**config.mk**
```make
export PLATFORM = sky130hd
export DESIGN_NAME = btc_queue
export DESIGN_NICKNAME = d
export VERILOG_FILES = /design/src/btc_pkg.sv /design/src/btc_queue.sv
export SDC_FILE = /design/constraint.sdc
export NUM_CORES = 1
export LEC_CHECK = 0
export BUFFER_PORTS_ARGS = -buffer_cell sky130_fd_sc_hd__clkbuf_2
export CORE_MARGIN = 2
export CORE_UTILIZATION = 46
export DETAILED_ROUTE_END_ITERATION = 7
export GPL_ROUTABILITY_DRIVEN = 0
export GPL_TIMING_DRIVEN = 1
export PLACE_DENSITY = 0.74
export SYNTH_ARGS = -nofsm -noshare
export SYNTH_HDL_FRONTEND = slang
export SYNTH_SLANG_ARGS = --single-unit
```
**constraint.sdc**
```tcl
create_clock -name clock -period 1.86 [get_ports clock]
set_input_delay 0.372 -clock clock [delete_from_list [all_inputs] [get_ports clock]]
set_output_delay 0.372 -clock clock [all_outputs]
set_load 0.02 [all_outputs]
```
**src/btc_pkg.sv**
```systemverilog
package btc_pkg;

   // Default placement of the radix point and size of the digit store
   localparam int POINT_SLOT_DEFAULT  = 30;
   localparam int STORE_DEPTH_DEFAULT = 60;

   // Largest supported divisor exponent (divisor = 3^MAX_POWER)
   localparam int MAX_POWER = 20;
   localparam int POW_W     = 5;

   // Depth of the job queue between front and back end
   localparam int QUEUE_DEPTH = 2;

   // ceil(2^33 / 3): x / 3 == (x * DIV3_RECIP) >> 33 for any 32-bit x
   localparam logic [31:0] DIV3_RECIP = 32'hAAAA_AAAB;

   // Output symbol codes
   localparam logic [1:0] SYM_ZERO  = 2'd0;
   localparam logic [1:0] SYM_ONE   = 2'd1;
   localparam logic [1:0] SYM_MINUS = 2'd2;
   localparam logic [1:0] SYM_POINT = 2'd3;

   typedef enum logic [1:0] {
      JOB_BAD,
      JOB_ZERO,
      JOB_CONV
   } job_kind_type;

   typedef struct packed {
      logic [31:0]      dividend;
      logic [POW_W-1:0] power;
      job_kind_type     kind;
   } job_type;

   function automatic logic [31:0] pow3_value(input logic [POW_W-1:0] k);
      logic [31:0] p;
      case (k)
         5'd0:    p = 32'd1;
         5'd1:    p = 32'd3;
         5'd2:    p = 32'd9;
         5'd3:    p = 32'd27;
         5'd4:    p = 32'd81;
         5'd5:    p = 32'd243;
         5'd6:    p = 32'd729;
         5'd7:    p = 32'd2187;
         5'd8:    p = 32'd6561;
         5'd9:    p = 32'd19683;
         5'd10:   p = 32'd59049;
         5'd11:   p = 32'd177147;
         5'd12:   p = 32'd531441;
         5'd13:   p = 32'd1594323;
         5'd14:   p = 32'd4782969;
         5'd15:   p = 32'd14348907;
         5'd16:   p = 32'd43046721;
         5'd17:   p = 32'd129140163;
         5'd18:   p = 32'd387420489;
         5'd19:   p = 32'd1162261467;
         5'd20:   p = 32'd3486784401;
         default: p = 32'd0;
      endcase
      return p;
   endfunction

endpackage

```
**src/btc_queue.sv**
```systemverilog
module btc_queue
   import btc_pkg::*;
(
   input  logic    clock,
   input  logic    reset,
   input  logic    push,
   input  job_type push_job,
   output logic    full,
   input  logic    pop,
   output logic    head_valid,
   output job_type head_job
);

   localparam int PTR_W = (QUEUE_DEPTH > 1) ? $clog2(QUEUE_DEPTH) : 1;
   localparam int CNT_W = $clog2(QUEUE_DEPTH + 1);

   job_type            entry_ff [QUEUE_DEPTH];
   logic [PTR_W-1:0]   wr_ptr_ff;
   logic [PTR_W-1:0]   rd_ptr_ff;
   logic [CNT_W-1:0]   count_ff;
   logic [PTR_W-1:0]   wr_ptr_in;
   logic [PTR_W-1:0]   rd_ptr_in;
   logic [CNT_W-1:0]   count_in;
   logic               do_push;
   logic               do_pop;

   assign full       = (count_ff == CNT_W'(QUEUE_DEPTH));
   assign head_valid = (count_ff != '0);
   assign head_job   = entry_ff[rd_ptr_ff];
   assign do_push    = push && !full;
   assign do_pop     = pop && head_valid;

   always_comb begin
      wr_ptr_in = wr_ptr_ff;
      rd_ptr_in = rd_ptr_ff;
      count_in  = count_ff;
      if (do_push) begin
         wr_ptr_in = (wr_ptr_ff == PTR_W'(QUEUE_DEPTH - 1)) ? '0 : wr_ptr_ff + 1'b1;
      end
      if (do_pop) begin
         rd_ptr_in = (rd_ptr_ff == PTR_W'(QUEUE_DEPTH - 1)) ? '0 : rd_ptr_ff + 1'b1;
      end
      if (do_push && !do_pop) begin
         count_in = count_ff + 1'b1;
      end else if (do_pop && !do_push) begin
         count_in = count_ff - 1'b1;
      end
   end

   always_ff @(posedge clock) begin
      if (reset) begin
         wr_ptr_ff <= '0;
         rd_ptr_ff <= '0;
         count_ff  <= '0;
      end else begin
         wr_ptr_ff <= wr_ptr_in;
         rd_ptr_ff <= rd_ptr_in;
         count_ff  <= count_in;
      end
      if (do_push) begin
         entry_ff[wr_ptr_ff] <= push_job;
      end
   end

endmodule

```
# == Word-level counts from Yosys, hierarchy flattened ==
# Memories as Yosys holds them, arrays and structs flattened. A register that Yosys moved wholly into a read port is not among the register bits.
# Cells that the tools add are included.
# totals
regBits,4
ram_bits,78
input_bits,43
elab_cells,26
mem_count,1
# mem_list
name,words,width,rd,rd_ports_with_merged_regs,wr,line_no,rtl
entry_ff,2,39,1,1,1,btc_queue.sv:17,job_type entry_ff [QUEUE_DEPTH];
# op_classes
add_sub_neg,4
n_eq_ne,1
mux,8
n_reduce_logical,9
# ops
operator,count
$mux 1,6
$logic_and 1x1->1,4
$mux 2,2
$reduce_bool 2->1,2
$logic_not 1->1,3
$add 1x1->1 const B,2
$add 2x1->2 const B,1
$eq 2x2->1 const B,1
$sub 2x1->2 const B,1

# == Logic depth before layout (Yosys ltp) ==
# Gate-level depths: netlist (run 1).
# depth
word_depth,7
depth_mapped,6
mapped_depth_nobuf,6

# == Worst setup path before layout (run 1) ==
# OpenSTA, ideal clock, no wires.
# synth_timing
path_kind,flip-flop to flip-flop
start,reg count_ff[1]
end,"mem entry_ff[0][0] in the netlist's numbering, enable pin"
arrival_ps,1619
t_required_ps,1466
setup_slack_ps,-153
stages_incl_launch_ff,4
n_path_buf,0
synth_period_minus_slack_ps,2013
path_cell_list,dfxtp_1 nor2b_2 or3_1 inv_1
# synth_via
elab_chain_len,5
# synth_rtl
item,line_no,rtl
"start, declared",btc_queue.sv:20,logic [CNT_W-1:0] count_ff;
"start signal, assigned",btc_queue.sv:58,count_ff <= count_in;
$eq 2x2->1,btc_queue.sv:27,assign full = (count_ff == CNT_W'(QUEUE_DEPTH));
net full,btc_queue.sv:8,"output logic full,"
$logic_not 1->1,btc_queue.sv:30,assign do_push = push && !full;
$logic_and 1x1->1,btc_queue.sv:30,
$mux 1,btc_queue.sv:60,if (do_push) begin
$mux 1 (not written as such),btc_queue.sv:61,entry_ff[wr_ptr_ff] <= push_job;
"end, declared",btc_queue.sv:17,
# The timed path passes the listed nets, and every way through them passes these cells.

==> flow_metrics.env, run 1 <==
export IMPL_status="finished, final reports clean"
export IMPL_synth_nets=190
export IMPL_numCtsBuffers=9
export IMPL_fin_crit_ns=1.81
export IMPL_fin_crit_sh=0.971
export IMPL_synth_area_leaders="edfxtp_1 (77%), mux2_2 (15%), dfxtp_1 (3.3%), xor2_1 (0.87%), buf_2 (0.50%)"
export IMPL_place_ws_ns=0.325
export IMPL_crit_type="flip-flop to primary output"
export IMPL_rsz0062_at_grt="no"
export IMPL_yosys_area_top_type_share=0.774
export IMPL_setup_tns_ns=0
export IMPL_tightest_slew_ns=0.283
export IMPL_clk_pin_slew_ns=0.08
export IMPL_grt_use_total=0.142
export IMPL_synth_edf_count=78
export IMPL_synthArstFlopShare=0
export IMPL_arrival_ns=1.43
export IMPL_grt_pass1_wl_um=7690
export IMPL_regToRegStartpoint="count_ff[1]"
export IMPL_final_max_slew_viol_count=0
export IMPL_vias=1604
export IMPL_fin_skew_ns=0.00624
export IMPL_grt_max_degree=40
export IMPL_drt_iter0_markers=65
export IMPL_synth_fa_ha_area_frac=0.00413
export IMPL_finalSetupViolCount=0
export IMPL_synth_compound_area_share=0.00826
export IMPL_synth_top_family_by_area="multiplexers"
export IMPL_post_cts_setup_buffers=0
export IMPL_cp_top_family="flip-flops"
export IMPL_worstReg2RegEnd="count_ff[1]"
export IMPL_core_area_sq_um=6350
export IMPL_hold_start="push_job[15]"
export IMPL_final_antenna_net_count=0
export IMPL_synthMuxAreaShare=0.145
export IMPL_yosysMostFrequentCell="edfxtp_1"
export IMPL_cpPeakStageDelay_ns=0.40
export IMPL_finalNonFillerCells=325
export IMPL_insertion_delay_ns=0.34
export IMPL_drive_above_1_share=0.589
export IMPL_die_height_um=85.1
export IMPL_place_inst=307
export IMPL_io_pins=84
export IMPL_ys_warn_count=0
export IMPL_grt_pass1_vias=1581
export IMPL_final_util=0.605
export IMPL_fillers=476
export IMPL_avgSynthCellArea_sq_um=20.7
export IMPL_critPathMaxFanout=20
export IMPL_synthDistinctLibCells=15
export IMPL_cts_root_buf="clkbuf_8"
export IMPL_tritoncts="built"
export IMPL_setup_ws_ns=0.0536
export IMPL_cp_cell_sequence="buf_12 -> mux2_2 -> clkbuf_2"
export IMPL_r2r_slack_ns=0.32
export IMPL_synth_area_sq_um=3030
export IMPL_die_x_um=85.1
export IMPL_fin_nets=287
export IMPL_firstDrtPassIters=4
export IMPL_crit_slowest_cell="dfxtp_4"
export IMPL_insertedDiodeCount=0
export IMPL_hpwl_um=3150
export IMPL_ys_ff_latch=83
export IMPL_synth_top_cells_by_count="edfxtp_1 (78), mux2_2 (39), dfxtp_1 (5), nor2_1 (4)"
export IMPL_htreeDepth=3
export IMPL_initial_utilization=0.477
export IMPL_slew_headroom=0.809
export IMPL_wire_per_inst_um=15.9
export IMPL_ir_worst_vdd_uv=790
export IMPL_maxCapViolations=0
export IMPL_path_buf_inv=2
export IMPL_syn2layout_area_growth_pct=26.8
export IMPL_ctsHoldBuffers=0
export IMPL_cts_sinks=83
export IMPL_die_area_sq_um=7250
export IMPL_crit_required_ns=1.49
export IMPL_yosys_area_top_type="edfxtp_1"
export IMPL_placementRows=29
export IMPL_end_kind="primary output"
export IMPL_clk_path_buf_depth=2
export IMPL_p_per_area_nw_per_um2=1410
export IMPL_holdPathEnd="entry_ff[0][15]"
export IMPL_drc=0
export IMPL_yosys_area_share_simple=0.0161
export IMPL_grt_ovfl_total=0
export IMPL_hold_class="input pin to flip-flop"
export IMPL_synth_cells=146
export IMPL_critPathLaunchType="flip-flop"
export IMPL_port_buffers=83
export IMPL_hold_viol=0
export IMPL_wl_um=5160
export IMPL_min_path_cells=1
export IMPL_reg2reg_depth=5
export IMPL_fmax_mhz=554
export IMPL_antenna_found_initial=0
export IMPL_synth_xor_area_share=0.00868
export IMPL_ys_flop_type="edfxtp_1"
export IMPL_ys_seq_area_frac=0.807
export IMPL_power_leakage_nw=1.47
export IMPL_vias_per_cell=4.94
==> where the power goes <==
part | internal, W | switching (W)
combinational | 0.000702 | 0.000941
clock | 0.000738 | 0.000581
sequential | 0.00235 | 0.0000878
==> state kept, by name, indices dropped and copies added, names as in the netlist, named ones only <==
signal / count
rd_ptr_ff: 1
wr_ptr_ff: 1
entry_ff: 78
count_ff: 2
==> final cells by class <==
| class | instances | area (sq um) | share of cell area |
|---|---|---|---|
| clock buffers | 9 | 124 | 0.0323 |
| clock inverters | 7 | 82.6 | 0.0215 |
| inverters | 2 | 11.3 | 0.00293 |
| multi-input cells | 57 | 553 | 0.144 |
| flip-flops and latches | 83 | 2450 | 0.637 |
| well taps | 77 | 96.3 | 0.0251 |
| repair buffers | 90 | 527 | 0.137 |
==> cell families (layout without fill, tap and decap cells) <==
kind of cell	after synthesis	after routing
and+or+nand+nor	9	9
AOI/OAI and AO/OA	5	5
adders and majority gates	1	1
muxes	39	39
xor gates and xnor gates	3	3
buffers and inverters	6	108
DFF	83	83
==> how the worst max path moves through the flow <==
stage                     start              end  slack [ns]  cells past startpoint
floorplan           count_ff[1]   entry_ff[0][0]        0.07                      3
global placement           push  entry_ff[0][24]        0.34                      5
detailed placement  count_ff[1]      count_ff[1]        0.32                      5
CTS                   flip-flop     head_job[12]       0.004                      3
global route          flip-flop     head_job[16]    0.000008                      3
finish                flip-flop     head_job[12]        0.05                      3
==> layer usage <==
metal | vias up | GRT usage | share of wire
met5 | - | 0 | 0
met4 | 0 | 0.0693 | 0.018
met3 | 9 | 0.0457 | 0.061
met2 | 56 | 0.223 | 0.48
met1 | 777 | 0.179 | 0.44
li1 | 762 | - | -
==> through the flow <==
stage | total power (W) | cell area [sq um] | hold WS [ns]
2_1_floorplan | 0.00353 | 3030 | 0.441
3_5_place_dp | 0.00406 | 3590 | 0.490
6_report | 0.00540 | 3840 | 0.222
4_1_cts | 0.00539 | 3800 | 0.201
3_3_place_gp | 0.00404 | 3590 | 0.482
5_1_grt | 0.00567 | 3840 | 0.201
==> what timing repair did <==
action / 4_1_cts / 5_1_grt
gates resized for setup: 0 / 1
endpoints found under the hold margin: 0 / 0
setup endpoints to repair: 0 / 36
==> layout by cell type, fill, tap and decap left out, drive strengths merged <==
| cell | netlist | final |
|---|---|---|
| buf | 4 | 6 |
| ha | 1 | 1 |
| or2 | 1 | 1 |
| xor2 | 3 | 3 |
| nor2 | 4 | 4 |
| edfxtp | 78 | 78 |
| mux2 | 39 | 39 |
| dfxtp | 5 | 5 |
| a21oi | 2 | 2 |
| inv | 2 | 1 |
| clkbuf | 0 | 93 |
| and2 | 1 | 1 |
| bufinv | 0 | 2 |
| clkinvlp | 0 | 2 |
| or3 | 2 | 2 |
| nor2b | 1 | 1 |
| o21ai | 3 | 3 |
| clkinv | 0 | 4 |
Note: power is estimated with default switching activity, not from simulation.
==> run 2, diff against run 1 <==
==> constraint.sdc (replaced) <==
create_clock -name clock -period 1.86 [get_ports clock]
set_input_delay 0.093 -clock clock [delete_from_list [all_inputs] [get_ports clock]]
set_output_delay 0.093 -clock clock [all_outputs]
set_load 0.02 [all_outputs]
==> run 2 against run 1 <==
Compared with the run above: via count up 7.5%; clock power up 16%; total power up 4.5%; sequential power about the same; critical endpoint is now head_job[10]; wire length up 10%.
==> flow_metrics.env, run 2 (synthesis gave the netlist of run 1 again) <==
export IMPL_r2r_slack_ns=0.30
export IMPL_setup_tns_ns=0
export IMPL_placementRows=29
export IMPL_top_register="entry_ff"
export IMPL_cts_sinks=83
export IMPL_largest_reg_flops=78
export IMPL_vias=1725
export IMPL_place_inst=308
export IMPL_reg2reg_depth=4
export IMPL_port_buffers=83
export IMPL_p_per_area_nw_per_um2=1330
export IMPL_die_area_sq_um=7250
export IMPL_reg_largest_list="entry_ff x78, count_ff x2"
export IMPL_fin_crit_sh=0.944
export IMPL_crit_type="flip-flop to primary output"
export IMPL_stdcell_area_sq_um=4260
export IMPL_holdPathEnd="wr_ptr_ff"
export IMPL_grt_pass1_wl_um=9010
export IMPL_cp_cell_sequence="buf_12 -> mux2_2 -> clkbuf_2"
export IMPL_hold_class="input pin to flip-flop"
export IMPL_tritoncts="built"
export IMPL_cpPeakStageDelay_ns=0.59
export IMPL_maxCapViolations=0
export IMPL_crit_slowest_cell="dfxtp_2"
export IMPL_wire_per_inst_um=15.7
export IMPL_ir_worst_vdd_uv=728
export IMPL_worstReg2RegEnd="count_ff[1]"
export IMPL_antenna_found_initial=0
export IMPL_final_max_slew_viol_count=0
export IMPL_fmax_mhz=570
export IMPL_initial_utilization=0.477
export IMPL_final_antenna_net_count=0
export IMPL_clk_path_buf_depth=2
export IMPL_cts_repair_resized=0
export IMPL_status="finished, final reports clean"
export IMPL_die_x_um=85.1
export IMPL_core_area_sq_um=6350
export IMPL_insertion_delay_ns=0.34
export IMPL_dpl_cell_area_sq_um=3610
export IMPL_firstDrtPassIters=4
export IMPL_fin_nets=326
export IMPL_end_kind="primary output"
export IMPL_drt_iter0_markers=90
export IMPL_rsz0062_at_grt="no"
export IMPL_path_buf_inv=2
export IMPL_grt_use_total=0.168
export IMPL_htreeDepth=3
export IMPL_crit_required_ns=1.77
export IMPL_hpwl_um=3360
export IMPL_hold_start="push"
export IMPL_finalNonFillerCells=364
export IMPL_critPathLaunchType="flip-flop"
export IMPL_regToRegStartpoint="count_ff[0]"
export IMPL_cp_top_family="flip-flops"
export IMPL_tightest_slew_ns=0.419
export IMPL_drc=0
export IMPL_wl_um=5700
export IMPL_arrival_ns=1.66
export IMPL_power_leakage_nw=1.65
export IMPL_clk_pin_slew_ns=0.08
export IMPL_final_cell_mix="clkbuf_2 (83), edfxtp_1 (78), dlygate4sd3_1 (40)"
export IMPL_die_height_um=85.1
export IMPL_grt_max_degree=31
export IMPL_grt_ovfl_total=0
export IMPL_fin_skew_ns=0.00341
export IMPL_drive_above_1_share=0.516
export IMPL_final_common_cell="clkbuf_2"
export IMPL_grt_pass1_vias=1896
export IMPL_critPathMaxFanout=15
export IMPL_cts_root_buf="clkbuf_8"
export IMPL_insertedDiodeCount=0
export IMPL_slew_headroom=0.721
export IMPL_io_pins=84
export IMPL_numCtsBuffers=9
export IMPL_min_path_cells=4
export IMPL_hold_viol=0
export IMPL_finalSetupViolCount=0
export IMPL_syn2layout_area_growth_pct=40.6
export IMPL_fin_crit_ns=1.76
export IMPL_vias_per_cell=4.74
[run 2: changes by cell type in the layout (fill, tap and decap cells not counted), sizes merged]
cell         change
dlygate4sd3     +40
clkinv           -2
bufinv           +1
clkbuf           +1
clkinvlp         -1
[run 2: where the power goes]
| group | switching [W] | internal (W) | total, W |
|---|---|---|---|
| Clock | 0.000602 | 0.000925 | 0.00153 |
| Sequential | 0.000123 | 0.00235 | 0.00247 |
| Combinational | 0.000911 | 0.000737 | 0.00165 |
| Total | 0.00164 | 0.00401 | 0.00565 |
[run 2: worst reg2reg max path, delay by kind of cell (launching register included)]
family / cells / cell delay [ns]
adder cells (fa/ha/maj): 1 / 0.32
flip-flops: 1 / 0.36
AO/OA/AOI/OAI: 2 / 0.45
AND/OR/NAND/NOR: 1 / 0.36
[run 2: repair_timing]
action,4_1_cts,5_1_grt
hold buffers,40,0
endpoints found under the hold margin,83,0
setup buffers,0,0
[run 2: area by class of cell]
type                    count  area, sq um
clock inverters             5          100
fillers                   425         2090
multi-input cells          57          553
flip-flops and latches     83         2440
well taps                  77         96.3
repair buffers            129          911
clock buffers              11          141
inverters                   2         11.3
[run 2: how the worst max path moves through the flow]
stage,start,end,slack (ns),cells past startpoint
floorplan,count_ff[1],entry_ff[0][0],0.07,3
global placement,count_ff[1],entry_ff[0][24],0.40,4
detailed placement,count_ff[0],count_ff[1],0.31,4
CTS,flip-flop,head_job[4],0.07,3
global route,flip-flop,head_job[10],0.02,3
finish,flip-flop,head_job[10],0.10,3
[run 2: through the flow]
stage               worst slack (ns)  hold WS, ns   util  power (W)
floorplan                     0.0738        0.162      -    0.00353
global route                  0.0211        0.151  0.670    0.00590
CTS                           0.0745        0.133  0.670    0.00569
finish                         0.104        0.152  0.670    0.00565
detailed placement             0.308        0.286  0.569    0.00410
global placement               0.395        0.282  0.569    0.00407
[run 2: per-layer routing]
metal / track usage / vias to the layer above / share of wire
met2: 0.274 / 58 / 0.49
met5: 0 / - / 0
met3: 0.0467 / 10 / 0.056
li1: - / 838 / -
met1: 0.204 / 819 / 0.43
met4: 0.0895 / 0 / 0.022
