### src/btc_pkg.sv
package btc_pkg;

   // Default placement of the radix point and size of the digit store
   localparam int POINT_SLOT_DEFAULT  = 30;
   localparam int STORE_DEPTH_DEFAULT = 60;

   // Largest supported divisor exponent (divisor = 3^MAX_POWER)
   localparam int MAX_POWER = 20;
   localparam int POW_W     = 5;

   // Depth of the job queue between front and back end
   localparam int QUEUE_DEPTH = 2;

   // ceil(2^33 / 3): x / 3 == (x * DIV3_RECIP) >> 33 for any 32-bit x
   localparam logic [31:0] DIV3_RECIP = 32'hAAAA_AAAB;

   // Output symbol codes
   localparam logic [1:0] SYM_ZERO  = 2'd0;
   localparam logic [1:0] SYM_ONE   = 2'd1;
   localparam logic [1:0] SYM_MINUS = 2'd2;
   localparam logic [1:0] SYM_POINT = 2'd3;

   typedef enum logic [1:0] {
      JOB_BAD,
      JOB_ZERO,
      JOB_CONV
   } job_kind_type;

   typedef struct packed {
      logic [31:0]      dividend;
      logic [POW_W-1:0] power;
      job_kind_type     kind;
   } job_type;

   function automatic logic [31:0] pow3_value(input logic [POW_W-1:0] k);
      logic [31:0] p;
      case (k)
         5'd0:    p = 32'd1;
         5'd1:    p = 32'd3;
         5'd2:    p = 32'd9;
         5'd3:    p = 32'd27;
         5'd4:    p = 32'd81;
         5'd5:    p = 32'd243;
         5'd6:    p = 32'd729;
         5'd7:    p = 32'd2187;
         5'd8:    p = 32'd6561;
         5'd9:    p = 32'd19683;
         5'd10:   p = 32'd59049;
         5'd11:   p = 32'd177147;
         5'd12:   p = 32'd531441;
         5'd13:   p = 32'd1594323;
         5'd14:   p = 32'd4782969;
         5'd15:   p = 32'd14348907;
         5'd16:   p = 32'd43046721;
         5'd17:   p = 32'd129140163;
         5'd18:   p = 32'd387420489;
         5'd19:   p = 32'd1162261467;
         5'd20:   p = 32'd3486784401;
         default: p = 32'd0;
      endcase
      return p;
   endfunction

endpackage

### src/btc_req_if.sv
interface btc_req_if;
   logic        valid;
   logic        ready;
   logic [31:0] dividend;
   logic [31:0] divisor;

   modport source (output valid, output dividend, output divisor, input ready);
   modport sink   (input valid, input dividend, input divisor, output ready);
endinterface

### src/btc_front.sv
module btc_front
   import btc_pkg::*;
(
   btc_req_if.sink  req_port,
   input  logic     queue_full,
   output logic     push,
   output job_type  push_job
);

   logic             hit;
   logic [POW_W-1:0] power;

   // match divisor against every power of three in parallel
   always_comb begin
      hit   = 1'b0;
      power = '0;
      for (int i = 0; i <= MAX_POWER; i++) begin
         if (req_port.divisor == pow3_value(POW_W'(i))) begin
            hit   = 1'b1;
            power = POW_W'(i);
         end
      end
   end

   always_comb begin
      push_job.dividend = req_port.dividend;
      push_job.power    = power;
      if (!hit) begin
         push_job.kind = JOB_BAD;
      end else if (req_port.dividend == 32'd0) begin
         push_job.kind = JOB_ZERO;
      end else begin
         push_job.kind = JOB_CONV;
      end
   end

   assign req_port.ready = !queue_full;
   assign push           = req_port.valid && !queue_full;

endmodule

### src/flat_wrapper.sv
// flat-port wrapper written by rule: the top's interface ports become plain ports
module btc_front_flat import btc_pkg::*;
  (queue_full, push, push_job, req_port_valid, req_port_dividend, req_port_divisor, req_port_ready);
  btc_req_if req_port_i ();
  input  logic queue_full;
  output logic push;
  output job_type push_job;
  input wire logic [$bits(req_port_i.valid)-1:0] req_port_valid;
  input wire logic [$bits(req_port_i.dividend)-1:0] req_port_dividend;
  input wire logic [$bits(req_port_i.divisor)-1:0] req_port_divisor;
  output wire logic [$bits(req_port_i.ready)-1:0] req_port_ready;
  assign req_port_i.valid = req_port_valid;
  assign req_port_i.dividend = req_port_dividend;
  assign req_port_i.divisor = req_port_divisor;
  assign req_port_ready = req_port_i.ready;
  btc_front u_core (.req_port(req_port_i), .queue_full(queue_full), .push(push), .push_job(push_job));
endmodule
### config.mk
export PLATFORM = sky130hd
export DESIGN_NAME = btc_front_flat
export DESIGN_NICKNAME = d
export VERILOG_FILES = /design/src/btc_pkg.sv /design/src/btc_req_if.sv /design/src/btc_front.sv /design/src/flat_wrapper.sv
export SDC_FILE = /design/constraint.sdc
export NUM_CORES = 1
export LEC_CHECK = 0
export ABC_AREA = 1
export BUFFER_PORTS_ARGS = -buffer_cell sky130_fd_sc_hd__buf_2
export CORE_MARGIN = 3
export CORE_UTILIZATION = 39
export DETAILED_ROUTE_END_ITERATION = 10
export PLACE_DENSITY = 0.89
export SLEW_MARGIN = 10
export SYNTH_ARGS = -nofsm -noshare
export SYNTH_HDL_FRONTEND = slang
export SYNTH_SLANG_ARGS = --single-unit
### constraint.sdc
create_clock -name vclk -period 1.6
set_input_delay 0.32 -clock vclk [all_inputs]
set_output_delay 0.32 -clock vclk [all_outputs]
set_load 0.01 [all_outputs]
# Yosys cells after proc, flatten, opt, wreduce, memory -nomap -nowiden
# Cells that the tools add are included.
# classes
n_eq_ne	21
n_mux	43
reduce_logical	3
# ops
op	count
equality test 32 x 1 -> 1 bit (second input constant)	1
equality test 32 x 10 -> 1 bit (second input constant)	1
equality test 32 x 12 -> 1 bit (second input constant)	1
equality test 32 x 13 -> 1 bit (second input constant)	1
equality test 32 x 15 -> 1 bit (second input constant)	1
equality test 32 x 16 -> 1 bit (second input constant)	1
equality test 32 x 18 -> 1 bit (second input constant)	1
equality test 32 x 2 -> 1 bit (second input constant)	1
equality test 32 x 20 -> 1 bit (second input constant)	1
equality test 32 x 21 -> 1 bit (second input constant)	1
equality test 32 x 23 -> 1 bit (second input constant)	1
equality test 32 x 24 -> 1 bit (second input constant)	1
equality test 32 x 26 -> 1 bit (second input constant)	1
equality test 32 x 27 -> 1 bit (second input constant)	1
equality test 32 x 29 -> 1 bit (second input constant)	1
equality test 32 x 31 -> 1 bit (second input constant)	1
equality test 32 bit (second input constant)	1
equality test 32 x 4 -> 1 bit (second input constant)	1
equality test 32 x 5 -> 1 bit (second input constant)	1
equality test 32 x 7 -> 1 bit (second input constant)	1
equality test 32 x 8 -> 1 bit (second input constant)	1
zero test 32 bit	1
2-to-1 mux 4 bit	8
2-to-1 mux 5 bit	5
other kinds (5)	32
# totals
regBits	0
inputBits	66
output_inout_bits	41
word_cells	67

# Longest topological paths before layout
# Gate-level depths: netlist of run 1.
# logic_depth
ltp_word	23
mapped_depth	13
ltp_nobuf	13

# Least setup slack after synthesis of run 1
# OpenSTA, ideal clock, no wires.
# synth_path
path_kind	input port to output port
start	in req_port_divisor[26]
end	out push_job[0] (netlist bit)
arrival_time_ns	1.319
required_time_ns	1.280
setup_slack_ns	-0.039
stages	11
path_buffers	0
path_cell_list	nor2_1 -> nand2_1 -> nor2_8 -> nand2_2 -> nor3_4 -> nor2_2 -> nand2_2 -> nor2_2 -> nand3_2 -> nand2_1 -> inv_1
# synth_rtl
element	line	rtl
from (decl)	flat_wrapper.sv:10	input wire logic [$bits(req_port_i.divisor)-1:0] req_port_divisor;
to (decl)	flat_wrapper.sv:7	output job_type push_job;

==> results by group, run 1 <==
Setup path
  • Kind of critical path: input pin to primary output
  • Startpoint Class: input pin
  • Crit path required time: ~1300 ps
  • Worst-path maximum fanout: 7
  • Worst setup EP type: primary output
  • Worst path arrival time: between 1500 and 2000 ps

Placement
  • Placed insts: 444
  • DP Area: 0.002069 mm^2
  • Worst slack, placed: -386.4 ps
  • Port Buf Inserts: around 110
  • Global placement routability congestion: 0.9776
  • Hpwl dp: approximately 4.6 mm

Synth
  • Synth area leader: nor2_1
  • Sequential-to-total area share from yosys stat: 0%
  • Synthesized area: 0.001419 mm^2
  • Netlist cell types: 22
  • Synth area leaders: nor2_1 19%, buf_4 17%, nand2_1 15%
  • Yosys warning total: 0
  • Mean Syn Cell Area: 4.927 um^2
  • Top cell type's share of synthesized area: roughly a fifth
  • Post-synthesis cell count: approximately 290
  • Synth Net Count: about 350

Timing
  • Hold Slack: between 800 and 900 ps
  • Final Worst Setup Slack: -471.3 ps
  • Maximum achievable frequency: about 480 MHz
  • RSZ-0062 raised after global routing: yes
  • Setup TNS: -2673 ps
  • Worst Tran Pin Value: 294.3 ps
  • Setup violations, final: 7
  • Final hold violation count: 0
  • Fin crit period: 2071 ps
  • Final worst-path cycle share: 129.5%
  • Slew headroom: 80.22%
  • Final slew viol count: 0

Routing
  • Routed Wire Length: between 6 and 7 mm
  • Post-route ant nets: 0
  • Pre-Repair DR Iteration Count: 9
  • Via count: around 2,400
  • # DRC: 0
  • First-iteration detailed-routing DRC count: 161
  • Drt wl/cell: roughly 15 um
  • Avg Vias per Cell: between 5 and 6

Final layout
  • Most frequent cells in the layout: 87 x buf_2, 49 x buf_4, 48 x nor2_1, 46 x nand2_1, 31 x inv_1
  • Commonest non-fill, non-tap cell in the layout: buf_2
  • Final Cell Area: 0.002549 mm^2
  • Filler cells: 266
  • Share of the core filled with cells: 74.62%
  • Register area: 0 um^2
  • Number of diodes: 0
  • FF+latch count: 0
  • Final #Nets: 480
  • CLK BUF: 0
  • Post-Layout Cell Count: 458
  • Syn-to-layout area delta: 79.63%
  • Layout cells sized above 1: between 50% and 60%

Power
  • Leakage: 1.398 nW
  • Pwr dens: 177.2 mW/mm^2
  • Worst VDD drop: around 150 uV
  • Final Power: 451.6 uW

Global route
  • Met3 global-route usage: 2.041%
  • Met1 Resource Use GR: 31.83%
  • GRT Max-Usage Layer: met2
  • Met2 Resource Use GR: between 40% and 50%
  • Largest net degree at the start of global routing: 8
  • Initial antenna violation count: 0
  • Global Route Usage Sum: 26.22%
  • GRT Residual Overflow: 0
  • First-pass GRT wire length: between 9 and 10 mm
  • Vias in the first global route: roughly 2,100

CTS
  • Post-CTS Hold Fix Bufs: 0

Min path
  • Worst Hold Class: input pin to primary output

Floorplanning
  • Die ar.: between 0.004 and 0.005 mm^2
  • Initial Utilization: 41.54%
  • # IOs: 107
  • Die Wd: 66.32 um
  • Core ar.: 0.003416 mm^2
  • Placement row count: 21
  • Die H: 66.32 um

Run status
  • Failing checks: setup timing
  • Outcome: complete, but fails checks

Job
  • Maxcap violations: 0
## where the power goes
group	switching, mW	internal, mW	leakage (nW)
clock	0	0	0
sequential	0	0	0
combinational	0.244	0.207	1.40
total	0.244	0.207	1.40
## kinds of logic (layout without fill, tap and decap cells)
kind of cell,after synthesis,in the layout,share of synthesized area [%]
AOI/OAI and AO/OA,2,2,0.7048
buffers and inverters,77,201,28.84
and+or+nand+nor,209,209,70.46
## what timing repair did
| action | in CTS | in global routing |
|---|---|---|
| endpoints found under the setup margin | 7 | 7 |
| buffers inserted | 8 | 6 |
| pin swaps | 40 | 24 |
| resized for setup | 75 | 25 |
## worst paths after layout
path | slack, ps | startpoint | end | cells past startpoint
min | 840 | req_port_dividend[26] | push_job[33] | 2
max | -470 | req_port_divisor[26] | push_job[2] | 12
## area by class of cell
type                            count  area, um^2  share of cell area [%]
Tap cell                           46       57.56                   2.258
Multi-Input combinational cell    211        1280                   50.22
Inverter                           45       173.9                   6.824
Timing Repair Buffer              156        1037                   40.70
## Yosys cell counts (all sizes together)
cell type	count
a21oi	1
and2	1
buf	32
inv	45
nand2	60
nand3	22
nand3b	1
nand4	21
nor2	87
nor3	10
nor3b	1
nor4	4
o21ai	1
or2	2
## worst max-delay path, stage by stage
cell and delay [ps]:
buf_8 100, nor2_4 160, nand2_4 90, nor2_8 200, nand2_4 100, nor3b_4 230
buf_4 140, inv_2 20, nand4_1 80, nor2_1 70, nand4_1 90, buf_2 140
## per-layer routing
metal / part of all wire (%) / routed length (um)
met1: 36 / 2389
met5: 0 / 0
met3: 9.0 / 602
met2: 51 / 3410
met4: 4.8 / 321
Power figures use the tool's default switching activity.
==> run 2, diff against run 1 <==
RECOVER_POWER = 100   (was unset)
==> run 2 against run 1 <==
Net effect: via count up 0.70%; the flow still finishes with violations (setup timing); largest cell class unchanged; critical endpoint unchanged; sequential cell count unchanged; critical path depth unchanged; final area down 1.7%; wire length up 0.25%.
==> results by group, run 2 (same netlist as run 1, synthesis figures left out) <==
Timing
  • Final hold violation count: 0 (unchanged)
  • Final Worst Setup Slack: -456.7 ps (was -471.3 ps)
  • Final slew viol count: 0 (unchanged)
  • RSZ-0062 raised after global routing: yes (unchanged)
  • Setup TNS: -2647 ps (was -2673 ps)
  • Worst Tran Pin Value: 292.1 ps (was 294.3 ps)
  • Setup violations, final: 7 (unchanged)
  • Fin crit period: 2057 ps (was 2071 ps)
  • Slew headroom: 80.36% (was 80.22%)
  • Final worst-path cycle share: 128.5% (was 129.5%)
  • Maximum achievable frequency: 486.2 MHz (was 482.8 MHz)

Placement
  • Global placement routability congestion: 0.9776 (unchanged)
  • Hpwl dp: 4.574 mm (unchanged)
  • Placed insts: 444 (unchanged)
  • Worst slack, placed: -386.4 ps (unchanged)
  • Port Buf Inserts: 107 (unchanged)

Global route
  • First-pass GRT wire length: 9.183 mm (unchanged)
  • Vias in the first global route: 2,103 (unchanged)
  • GRT Residual Overflow: 0 (unchanged)
  • Global Route Usage Sum: 26.22% (unchanged)
  • Largest net degree at the start of global routing: 8 (unchanged)
  • Initial antenna violation count: 0 (unchanged)

Routing
  • Post-route ant nets: 0 (unchanged)
  • Drt wl/cell: 14.72 um (was 14.68 um)
  • First-iteration detailed-routing DRC count: 197 (was 161)
  • Via count: 2,433 (was 2,416)
  • Avg Vias per Cell: 5.312 (was 5.275)
  • Pre-Repair DR Iteration Count: 8 (was 9)
  • Routed Wire Length: 6.740 mm (was 6.723 mm)
  • # DRC: 0 (unchanged)

Setup path
  • Buf+Inv Stages, Crit Path: 4 (unchanged)
  • Startpoint Class: input pin (unchanged)
  • CP max stage cell: nor3b_4 (unchanged)
  • Family with the most delay on the worst path: simple AND/OR/NAND/NOR gates (unchanged)
  • Worst path arrival time: 1740 ps (was 1750 ps)
  • Crit path cell chain: buf_8 > nor2_4 > nand2_4 > nor2_8 > nand2_4 > nor3b_4 > buf_4 > inv_2 > nand4_1 > nor2_1 > nand4_1 > buf_2 (unchanged)
  • Crit path required time: 1280 ps (about the same)
  • Kind of critical path: input pin to primary output (unchanged)
  • Worst-path maximum fanout: 7 (unchanged)
  • Worst setup EP type: primary output (unchanged)
  • Slowest stage delay, CP: 230 ps (about the same)
  • CP startpoint: req_port_divisor[26] (unchanged)

Floorplanning
  • Die ar.: 0.004398 mm^2 (unchanged)
  • # IOs: 107 (unchanged)
  • Initial Utilization: 41.54% (unchanged)
  • Die H: 66.32 um (unchanged)
  • Die Wd: 66.32 um (unchanged)
  • Placement row count: 21 (unchanged)
  • Core ar.: 0.003416 mm^2 (unchanged)

Final layout
  • Final #Nets: 480 (unchanged)
  • Post-Layout Cell Count: 458 (unchanged)
  • Syn-to-layout area delta: 76.63% (was 79.63%)
  • Layout cells sized above 1: 49.03% (was 57.28%)
  • Register area: 0 um^2 (unchanged)
  • FF+latch count: 0 (unchanged)
  • Commonest non-fill, non-tap cell in the layout: buf_2 (unchanged)
  • Filler cells: 293 (was 266)
  • Number of diodes: 0 (unchanged)
  • CLK BUF: 0 (unchanged)
  • Most frequent cells in the layout: 53 x buf_2, 49 x buf_4, 48 x nor2_1, 46 x nand2_1, 34 x clkbuf_1 (was 87 x buf_2, 49 x buf_4, 48 x nor2_1, 46 x nand2_1, 31 x inv_1)
  • Area of the multi-input gates: 0.001280 mm^2 (unchanged)

Power
  • Worst VDD drop: 147.6 uV (was 149.5 uV)
  • Pwr dens: 176.3 mW/mm^2 (was 177.2 mW/mm^2)
  • Switching part of the total: 55.84% (was 54.13%)
  • Combinational group share of total power: 100.0% (about the same)
  • Leakage: 1.303 nW (was 1.398 nW)
  • Switching Power: 246.7 uW (was 244.5 uW)
  • Register share of total power: 0% (about the same)
  • Internal power: 195.1 uW (was 207.1 uW)
  • Clk pwr share: 0% (about the same)

Job
  • Maxcap violations: 0 (unchanged)

Run status
  • Failing checks: setup timing (unchanged)
  • Outcome: complete, but fails checks (unchanged)

Min path
  • Worst Hold Class: input pin to primary output (unchanged)
  • HP Start: req_port_dividend[31] (was req_port_dividend[26])

CTS
  • Post-CTS Hold Fix Bufs: 0 (unchanged)
## run 2: cell types whose count changed in the layout (fill, tap and decap cells not counted), sizes merged
cell    previous run  this run
buf              155       121
clkbuf             1        35
## run 2: cell type report
class,instances,area share (%)
tap,46,2.297
inverter,45,6.940
timing repair buffer,156,39.69
multi-input combinational,211,51.07
## run 2: path summary, 6_finish.rpt
path	endpoint	slack [ps]	cells after the start
max	push_job[2]	-460	12
min	push_job[38]	860	2
## run 2: repair_timing
action,in CTS,in global routing
pin swaps,40,24
gates resized for setup,75,25
endpoints found under the setup margin,7,7
setup buffers,8,6
## run 2: power groups by stage
| stage | Sequential (mW) | Combinational (mW) | Clock (mW) |
|---|---|---|---|
| global placement | 0 | 0.341 | 0 |
| finish | 0 | 0.442 | 0 |
| global route | 0 | 0.473 | 0 |
| CTS | 0 | 0.415 | 0 |
| floorplan | 0 | 0.180 | 0 |
| detailed placement | 0 | 0.349 | 0 |
## run 2: metal layers
layer,GRT usage [%],routed length [um],vias up
met3,2.041,627,52
met2,49.32,3383,174
met4,5.584,368,0
li1,-,-,1136
met1,31.83,2361,1071
met5,0,0,-
## run 2: per-stage QoR
stage / power [mW] / utilization, % / instance area (um^2) / hold slack (ps)
2_1_floorplan: 0.1798 / - / 1454 / 683.5
3_3_place_gp: 0.3415 / 60.59 / 2069 / 833.8
3_5_place_dp: 0.3493 / 60.59 / 2069 / 836.0
4_1_cts: 0.4150 / 70.44 / 2406 / 837.3
5_1_grt: 0.4729 / 73.37 / 2506 / 860.5
6_report: 0.4419 / 73.37 / 2506 / 858.1
==> run 3, diff against run 2 <==
TNS_END_PERCENT = 50   (was unset)
==> run 3 against run 2 <==
Net effect: the run still ends with setup timing left; critical endpoint is now push_job[0]; first-iteration DRC count rose by 16%; wire length fell by 1.6%; final area fell by 1.1%; count of clock-buffer cells in the layout did not move.
==> results by group, run 3 (same netlist as run 1, synthesis figures left out) <==
Routing
  • # DRC: 0 (unchanged)
  • Avg Vias per Cell: 5.265 (was 5.312)
  • Pre-Repair DR Iteration Count: 5 (was 8)
  • First-iteration detailed-routing DRC count: 228 (was 197)
  • Post-route ant nets: 0 (unchanged)
  • Via count: 2,406 (was 2,433)
  • Drt wl/cell: 14.52 um (was 14.72 um)
  • Routed Wire Length: 6.634 mm (was 6.740 mm)

Timing
  • Hold Slack: 858.1 ps (unchanged)
  • Final Worst Setup Slack: -463.0 ps (was -456.7 ps)
  • Final worst-path cycle share: 128.9% (was 128.5%)
  • RSZ-0062 raised after global routing: yes (unchanged)
  • Setup violations, final: 7 (unchanged)
  • Maximum achievable frequency: 484.7 MHz (was 486.2 MHz)
  • Worst Tran Pin Value: 358.0 ps (was 292.1 ps)
  • Final hold violation count: 0 (unchanged)
  • Slew headroom: 75.95% (was 80.36%)
  • Final slew viol count: 0 (unchanged)
  • Fin crit period: 2063 ps (was 2057 ps)

Final layout
  • Post-Layout Cell Count: 457 (was 458)
  • Final #Nets: 479 (was 480)
  • CLK BUF: 0 (unchanged)
  • FF+latch count: 0 (unchanged)
  • Layout cells sized above 1: 50.61% (was 49.03%)
  • Share of the core filled with cells: 72.56% (was 73.37%)
  • Most frequent cells in the layout: 58 x buf_2, 50 x buf_4, 44 x nand2_1, 43 x nor2_1, 34 x clkbuf_1 (was 53 x buf_2, 49 x buf_4, 48 x nor2_1, 46 x nand2_1, 34 x clkbuf_1)
  • Commonest non-fill, non-tap cell in the layout: buf_2 (unchanged)
  • Number of diodes: 0 (unchanged)
  • Syn-to-layout area delta: 74.69% (was 76.63%)
  • Filler cells: 285 (was 293)
  • Register area: 0 um^2 (unchanged)

Setup path
  • Worst setup EP type: primary output (unchanged)
  • Startpoint Class: input pin (unchanged)
  • Slowest stage delay, CP: 180 ps (was 230 ps)
  • CP max stage cell: buf_2 (was nor3b_4)
  • CP startpoint: req_port_divisor[6] (was req_port_divisor[26])
  • Crit path required time: 1280 ps (about the same)
  • Worst-path maximum fanout: 6 (was 7)
  • Kind of critical path: input pin to primary output (unchanged)
  • Crit path cell chain: buf_2 > nand2_2 > nor2_4 > nand4_1 > nor2_1 > nand2_1 > nand2_1 > inv_2 > nand3_2 > nor2_2 > nand3_2 > nand2_2 > inv_2 > buf_6 (was buf_8 > nor2_4 > nand2_4 > nor2_8 > nand2_4 > nor3b_4 > buf_4 > inv_2 > nand4_1 > nor2_1 > nand4_1 > buf_2)
  • Worst path arrival time: 1740 ps (about the same)

Floorplanning
  • Die ar.: 0.004398 mm^2 (unchanged)
  • Die Wd: 66.32 um (unchanged)
  • Placement row count: 21 (unchanged)
  • Initial Utilization: 41.54% (unchanged)
  • # IOs: 107 (unchanged)
  • Die H: 66.32 um (unchanged)
  • Core ar.: 0.003416 mm^2 (unchanged)

Global route
  • Global Route Usage Sum: 25.70% (was 26.22%)
  • GRT Residual Overflow: 0 (unchanged)
  • Initial antenna violation count: 0 (unchanged)
  • Largest net degree at the start of global routing: 8 (unchanged)
  • First-pass GRT wire length: 9.025 mm (was 9.183 mm)
  • Vias in the first global route: 2,086 (was 2,103)

Job
  • Maxcap violations: 0 (unchanged)

Power
  • Final Power: 434.8 uW (was 441.9 uW)
  • Internal power: 189.5 uW (was 195.1 uW)
  • Pwr dens: 175.4 mW/mm^2 (was 176.3 mW/mm^2)
  • Register share of total power: 0% (about the same)
  • Combinational group share of total power: 100.0% (about the same)
  • Worst VDD drop: 127.5 uV (was 147.6 uV)
  • Clk pwr share: 0% (about the same)
  • Switching Power: 245.3 uW (was 246.7 uW)
  • Leakage: 1.290 nW (was 1.303 nW)
  • Switching part of the total: 56.42% (was 55.84%)

Min path
  • Worst Hold Class: input pin to primary output (unchanged)
  • HP Start: req_port_dividend[31] (unchanged)

Placement
  • Hpwl dp: 4.574 mm (unchanged)
  • Port Buf Inserts: 107 (unchanged)
  • Global placement routability congestion: 0.9776 (unchanged)
  • Placed insts: 444 (unchanged)
  • Worst slack, placed: -386.4 ps (unchanged)

Run status
  • Outcome: complete, but fails checks (unchanged)
  • Failing checks: setup timing (unchanged)

CTS
  • Post-CTS Hold Fix Bufs: 0 (unchanged)
==> run 3: routing by layer <==
| layer | GRT usage [%] | routed length (um) | up-vias |
|---|---|---|---|
| met5 | 0 | 0 | - |
| met4 | 4.822 | 238 | 0 |
| met3 | 1.020 | 652 | 36 |
| met2 | 47.58 | 3297 | 184 |
| met1 | 32.63 | 2445 | 1055 |
| li1 | - | - | 1131 |
==> run 3: layout make-up <==
class | instances | area (um^2) | share of cell area [%]
inverters | 45 | 173.9 | 7.017
multi-input cells | 211 | 1295 | 52.25
repair buffers | 155 | 952.2 | 38.41
well taps | 46 | 57.56 | 2.322
==> run 3: path summary, 6_finish.rpt <==
kind      endpoint  slack, ps  depth (start not counted)
min   push_job[38]        860                          2
max    push_job[0]       -460                         14
==> run 3: metrics by stage <==
step | setup TNS (ps) | instance area (um^2)
floorplan | 0 | 1454
global placement | -2242 | 2069
detailed placement | -2271 | 2069
CTS | -1729 | 2362
global route | -3564 | 2479
finish | -2763 | 2479
==> run 3: what timing repair did <==
| item | 4_1_cts | 5_1_grt |
|---|---|---|
| setup endpoints to repair | 7 | 7 |
| gates resized for setup | 62 | 35 |
| pin swaps | 38 | 21 |
| buffers inserted | 8 | 5 |
==> run 3: worst max-delay path: cells and delay by family <==
kind                   cells  cell delay, ps
buffers and inverters      4             370
AND/OR/NAND/NOR           10            1040
==> run 3: power groups by stage <==
stage          Clock, mW  Combinational [mW]  Sequential (mW)
3_5_place_dp           0               0.349                0
5_1_grt                0               0.467                0
2_1_floorplan          0               0.180                0
3_3_place_gp           0               0.341                0
4_1_cts                0               0.407                0
6_report               0               0.435                0
